==> src/rtl/msbbr_pkg.sv <==
package msbbr_pkg;

  // Field and register widths.
  localparam int unsigned OpW     = 3;
  localparam int unsigned AddrW   = 12;
  localparam int unsigned ByteW   = 8;
  localparam int unsigned CntW    = 10;
  localparam int unsigned ValW    = 64;
  localparam int unsigned PosW    = 16;
  localparam int unsigned CfgW    = 13;
  localparam int unsigned LimW    = PosW + 1;
  localparam int unsigned RemW    = 7;
  localparam int unsigned NBytesW = 7;

  // Read length limits.
  localparam int unsigned MaxReadBits     = 64;
  localparam int unsigned MaxByteReadBits = 512;

  // Default buffer capacity in bytes.
  localparam int unsigned BufBytesDefault = 4096;

  // Highest read position.
  localparam logic [PosW-1:0] PosTop = {PosW{1'b1}};

  // Operation codes.
  localparam logic [OpW-1:0] OP_WRITE   = 3'd0;
  localparam logic [OpW-1:0] OP_RESTART = 3'd1;
  localparam logic [OpW-1:0] OP_READ    = 3'd2;
  localparam logic [OpW-1:0] OP_BYTES   = 3'd3;
  localparam logic [OpW-1:0] OP_ALIGN   = 3'd4;
  localparam logic [OpW-1:0] OP_SKIP    = 3'd5;

  // Request to the bit extraction step.
  typedef struct packed {
    logic [PosW-1:0] pos;
    logic [RemW-1:0] rem;
    logic [LimW-1:0] limit;
  } step_in_t;

  // Outcome of one bit extraction step.
  typedef struct packed {
    logic [PosW-1:0] pos_next;
    logic [RemW-1:0] rem_next;
    logic            done;
  } step_out_t;

endpackage

==> src/rtl/msbbr_step.sv <==
module msbbr_step
  import msbbr_pkg::*;
(
  input  step_in_t             step_i,
  input  logic [ByteW-1:0]     byte_i,
  input  logic [ValW-1:0]      acc_i,
  output logic [ValW-1:0]      acc_o,
  output step_out_t            step_o
);

  logic [3:0]      avail;
  logic [LimW-1:0] pos_ext;
  logic [LimW-1:0] to_lim;
  logic [3:0]      to_lim8;
  logic [3:0]      rem8;
  logic [3:0]      k;
  logic [3:0]      shamt;
  logic [8:0]      mask9;
  logic [7:0]      bits;
  logic [LimW-1:0] pos_next_ext;

  // Take as many bits as the byte, the request and the end allow.
  always_comb begin
    avail   = 4'd8 - {1'b0, step_i.pos[2:0]};
    pos_ext = {1'b0, step_i.pos};
    to_lim  = (pos_ext >= step_i.limit) ? '0 : step_i.limit - pos_ext;
    to_lim8 = (to_lim > LimW'(8)) ? 4'd8 : to_lim[3:0];
    rem8    = (step_i.rem > RemW'(8)) ? 4'd8 : step_i.rem[3:0];
    k       = avail;
    if (rem8 < k) begin
      k = rem8;
    end
    if (to_lim8 < k) begin
      k = to_lim8;
    end
    shamt = avail - k;
    mask9 = (9'd1 << k) - 9'd1;
    bits  = (byte_i >> shamt) & mask9[7:0];
  end

  // Append the bits and advance the position.
  always_comb begin
    acc_o           = (acc_i << k) | ValW'(bits);
    step_o.pos_next = step_i.pos + PosW'(k);
    step_o.rem_next = step_i.rem - RemW'(k);
    pos_next_ext    = {1'b0, step_o.pos_next};
    step_o.done     = (step_o.rem_next == '0) || (pos_next_ext >= step_i.limit);
  end

endmodule

==> config.mk <==
export PLATFORM = sky130hd
export DESIGN_NAME = msbbr_step
export DESIGN_NICKNAME = d
export VERILOG_FILES = /design/src/rtl/msbbr_pkg.sv /design/src/rtl/msbbr_step.sv
export SDC_FILE = /design/constraint.sdc
export NUM_CORES = 1
export LEC_CHECK = 0
export ABC_AREA = 0
export BUFFER_PORTS_ARGS = -buffer_cell sky130_fd_sc_hd__buf_2
export CAP_MARGIN = 10
export CORE_MARGIN = 8
export CORE_UTILIZATION = 40
export DETAILED_ROUTE_END_ITERATION = 10
export PLACE_DENSITY = 0.74
export RECOVER_POWER = 25
export SYNTH_ARGS = -nofsm -noshare
export SYNTH_HDL_FRONTEND = slang
export SYNTH_SLANG_ARGS = --single-unit
==> constraint.sdc <==
create_clock -name vclk -period 10.6
set_clock_uncertainty 0.2 [all_clocks]
set_input_delay 1.06 -clock vclk [all_inputs]
set_output_delay 1.06 -clock vclk [all_outputs]
set_load 0.1 [all_outputs]
==> run_summary.xml <==
<?xml version="1.0" encoding="UTF-8"?>
<metrics>
  <group name="cts">
    <metric name="post_cts_buffers" unit="">0</metric>
    <metric name="cts-hold-fix-buffers" unit="">0</metric>
    <metric name="post_cts_resized" unit="">0</metric>
  </group>
  <group name="worst_setup_path">
    <metric name="timing.critical_path.slowest_stage_cell" unit="">sky130_fd_sc_hd__nor4b_4</metric>
    <metric name="crit_type" unit="">in2out</metric>
    <metric name="crit_required" unit="ns">9.34</metric>
    <metric name="critical_path.startpoint_type" unit="">primary input</metric>
    <metric name="path_max_fanout" unit="">8</metric>
    <metric name="critPathCaptureType" unit="">output pin</metric>
    <metric name="crit_path_max_incr_delay" unit="ns">0.44</metric>
    <metric name="worst_ep_arrival_time" unit="ns">8.37</metric>
    <metric name="timing.critical_path.mode_cell" unit="">sky130_fd_sc_hd__ha_1</metric>
  </group>
  <group name="placed_design">
    <metric name="place.port_buffers" unit="">200</metric>
    <metric name="preCtsSetupSlack" unit="ns">0.993</metric>
    <metric name="gp_congestion" unit="">0.972</metric>
    <metric name="place_hpwl" unit="mm">16.5</metric>
  </group>
  <group name="sta">
    <metric name="setup_viol_count_final" unit="">0</metric>
    <metric name="worstMarginPinSlew" unit="ns">2.00</metric>
    <metric name="fin_crit_sh" unit="%">90.9</metric>
    <metric name="setup_ws" unit="ns">0.966</metric>
    <metric name="final_hold_viol_count" unit="">0</metric>
    <metric name="relSlewSlack" unit="%">-33.3</metric>
    <metric name="whs" unit="ns">2.37</metric>
    <metric name="timing.final.max_slew_violations" unit="">68</metric>
    <metric name="clock.fmax" unit="GHz">0.104</metric>
    <metric name="fin_tns_setup" unit="ns">0</metric>
    <metric name="finalWorstPathRequiredPeriod" unit="ns">9.63</metric>
    <metric name="rsz0062_at_grt" unit="">no</metric>
  </group>
  <group name="floorplan">
    <metric name="die_w" unit="µm">134</metric>
    <metric name="initial_utilization" unit="%">40.6</metric>
    <metric name="floorplan.io_pins" unit="">200</metric>
    <metric name="floorplan.core_area" unit="µm²">13700</metric>
    <metric name="die-height" unit="µm">134</metric>
    <metric name="dieArea" unit="µm²">18000</metric>
    <metric name="core.rowCount" unit="">43</metric>
  </group>
  <group name="final_layout">
    <metric name="clock_buffer_count" unit="">0</metric>
    <metric name="flops_and_latches" unit="">0</metric>
    <metric name="utilization" unit="%">49.3</metric>
    <metric name="area.sequential" unit="µm²">0</metric>
    <metric name="nets" unit="">1109</metric>
    <metric name="flow.area_growth_from_synthesis" unit="%">21.4</metric>
    <metric name="proportion_of_layout_cells_with_a_drive_suffix_above_1" unit="%">24.8</metric>
  </group>
  <group name="synth">
    <metric name="synthesized_netlist_net_count" unit="">943</metric>
    <metric name="post_synth_fa_ha_maj_area_fraction" unit="%">13.1</metric>
    <metric name="synthesis.area" unit="µm²">5570</metric>
    <metric name="yosysSeqAreaShare" unit="%">0</metric>
    <metric name="synth_simple_gate_area_share" unit="%">17.1</metric>
    <metric name="ys_types" unit="">71</metric>
    <metric name="yosysWarnings" unit="">0</metric>
    <metric name="synthesized_area_fraction_occupied_by_ao_oa_aoi_and_oai_cells" unit="%">31.5</metric>
    <metric name="synth_top_family_by_area" unit="">compound AO/OA/AOI/OAI gates</metric>
    <metric name="syn_area_cell" unit="µm²">7.19</metric>
    <metric name="synth_xor_area_share" unit="%">5.35</metric>
    <metric name="syn-instance-count" unit="">775</metric>
    <metric name="portion_of_netlist_area_occupied_by_mux_cells" unit="%">24.8</metric>
  </group>
  <group name="job">
    <metric name="drv_cap" unit="">1</metric>
  </group>
  <group name="global_routing">
    <metric name="first_global_vias" unit="">6483</metric>
    <metric name="globalRouteTotalUtil" unit="%">20.3</metric>
    <metric name="antenna_found_initial" unit="">1</metric>
    <metric name="gr-total-overflow" unit="">0</metric>
    <metric name="grt_pass1_wl" unit="mm">31.5</metric>
    <metric name="largest_net_degree_at_the_start_of_global_routing" unit="">68</metric>
  </group>
  <group name="run_status">
    <metric name="status" unit="">complete, but fails checks</metric>
    <metric name="violations_in_the_final_reports" unit="">capacitance limit, slew limit</metric>
  </group>
  <group name="hold_path">
    <metric name="timing.hold.worst_path_depth" unit="">3</metric>
    <metric name="holdCritPathClass" unit="">in2out</metric>
  </group>
  <group name="detailed_routing">
    <metric name="detail_route.iter0.violations" unit="">596</metric>
    <metric name="drtPass1Iterations" unit="">5</metric>
    <metric name="vias_per_cell" unit="">6.00</metric>
    <metric name="drcViolationCount" unit="">0</metric>
    <metric name="number_of_nets_still_failing_antenna_checks_after_routing" unit="">0</metric>
    <metric name="route.final.wire_length" unit="mm">19.9</metric>
    <metric name="via_count" unit="">6724</metric>
    <metric name="drt-wirelength-per-cell" unit="µm">17.8</metric>
  </group>
  <group name="power_and_ir_drop">
    <metric name="worst_ir_drop_on_vdd" unit="µV">225</metric>
    <metric name="leakagePower" unit="µW">0.00313</metric>
    <metric name="power.density" unit="nW/µm²">198</metric>
  </group>
</metrics>
-- worst max-delay path: cells and delay by family --
family / cells / cell delay (ns)
adders and majority gates: 6 / 1.84
buffers and inverters: 4 / 0.48
AOI/OAI and AO/OA: 18 / 3.18
and+or+nand+nor: 9 / 1.69
xor gates and xnor gates: 1 / 0.12
-- Yosys cell counts (all sizes together), types with 6 or more instances --
cell type,count,share of area [%]
nor2b,10,1.1
o22ai,6,0.67
o211ai,8,1.2
nor3,9,0.99
inv,54,3.7
clkbuf,25,1.7
nand3,20,1.8
and3,7,0.79
o21ai,29,2.6
xnor2,26,4.1
and2,8,0.90
mux2i,128,23
nand4,10,1.1
nand2,84,5.7
a21oi,57,5.2
a21o,14,1.9
ha,52,12
buf,22,2.9
a22oi,85,11
a31oi,10,1.1
xor2,8,1.3
a32oi,6,0.94
nor2,30,2.0
-- final timing paths --
check | to | start | slack (ns)
hold / removal | step_o[7] | step_i[23] | 2.37
setup / recovery | step_o[0] | step_i[0] | 0.97
-- placed cells by master (no fill, tap or decap), types with 10 or more instances in the layout --
| master | netlist | layout |
|---|---|---|
| sky130_fd_sc_hd__a21o_1 | 13 | 13 |
| sky130_fd_sc_hd__a21oi_1 | 56 | 56 |
| sky130_fd_sc_hd__a22oi_1 | 85 | 85 |
| sky130_fd_sc_hd__buf_2 | 9 | 180 |
| sky130_fd_sc_hd__buf_4 | 5 | 10 |
| sky130_fd_sc_hd__clkbuf_1 | 25 | 20 |
| sky130_fd_sc_hd__ha_1 | 52 | 52 |
| sky130_fd_sc_hd__inv_1 | 51 | 51 |
| sky130_fd_sc_hd__mux2i_1 | 126 | 126 |
| sky130_fd_sc_hd__nand2_1 | 84 | 84 |
| sky130_fd_sc_hd__nand3_1 | 20 | 19 |
| sky130_fd_sc_hd__nand4_1 | 10 | 10 |
| sky130_fd_sc_hd__nor2_1 | 30 | 28 |
| sky130_fd_sc_hd__nor2b_1 | 10 | 10 |
| sky130_fd_sc_hd__o21ai_0 | 22 | 22 |
| sky130_fd_sc_hd__xnor2_1 | 26 | 14 |
-- report_power, final --
part	switching (µW)	internal, µW
sequential	0	0
clock	0	0.0000127
combinational	1060	283
-- kinds of logic after synthesis --
logic type | after synthesis
AO/OA/AOI/OAI | 253
AND/OR/NAND/NOR | 197
multiplexers | 134
buffers and inverters | 101
adder cells (fa/ha/maj) | 56
XOR/XNOR | 34
-- routing by layer --
metal	share of wire, %	wire length, µm	global-route usage [%]	vias to the layer above
met2	49	9780	36.2	324
met5	0	0	0	-
met3	7.6	1520	3.33	40
met4	2.5	492	4.93	0
li1	-	-	-	3282
met1	41	8130	24.6	3078
-- area by class of cell --
class | count | area [µm²]
fill | 1420 | 6960
multi-input combinational | 674 | 5270
timing repair buffer | 211 | 1060
tap | 180 | 225
inverter | 54 | 205
antenna | 1 | 2.50
-- stage by stage --
| stage | cell area (µm²) | cells | power, µW |
|---|---|---|---|
| after floorplan | 5740 | 775 | 1110 |
| after global placement | 6790 | 1119 | 1330 |
| after detailed placement | 6790 | 1119 | 1330 |
| after CTS | 6790 | 1119 | 1340 |
| after global routing | 6760 | 1120 | 1400 |
| final | 6760 | 1120 | 1340 |
(Power assumes the default switching activity.)
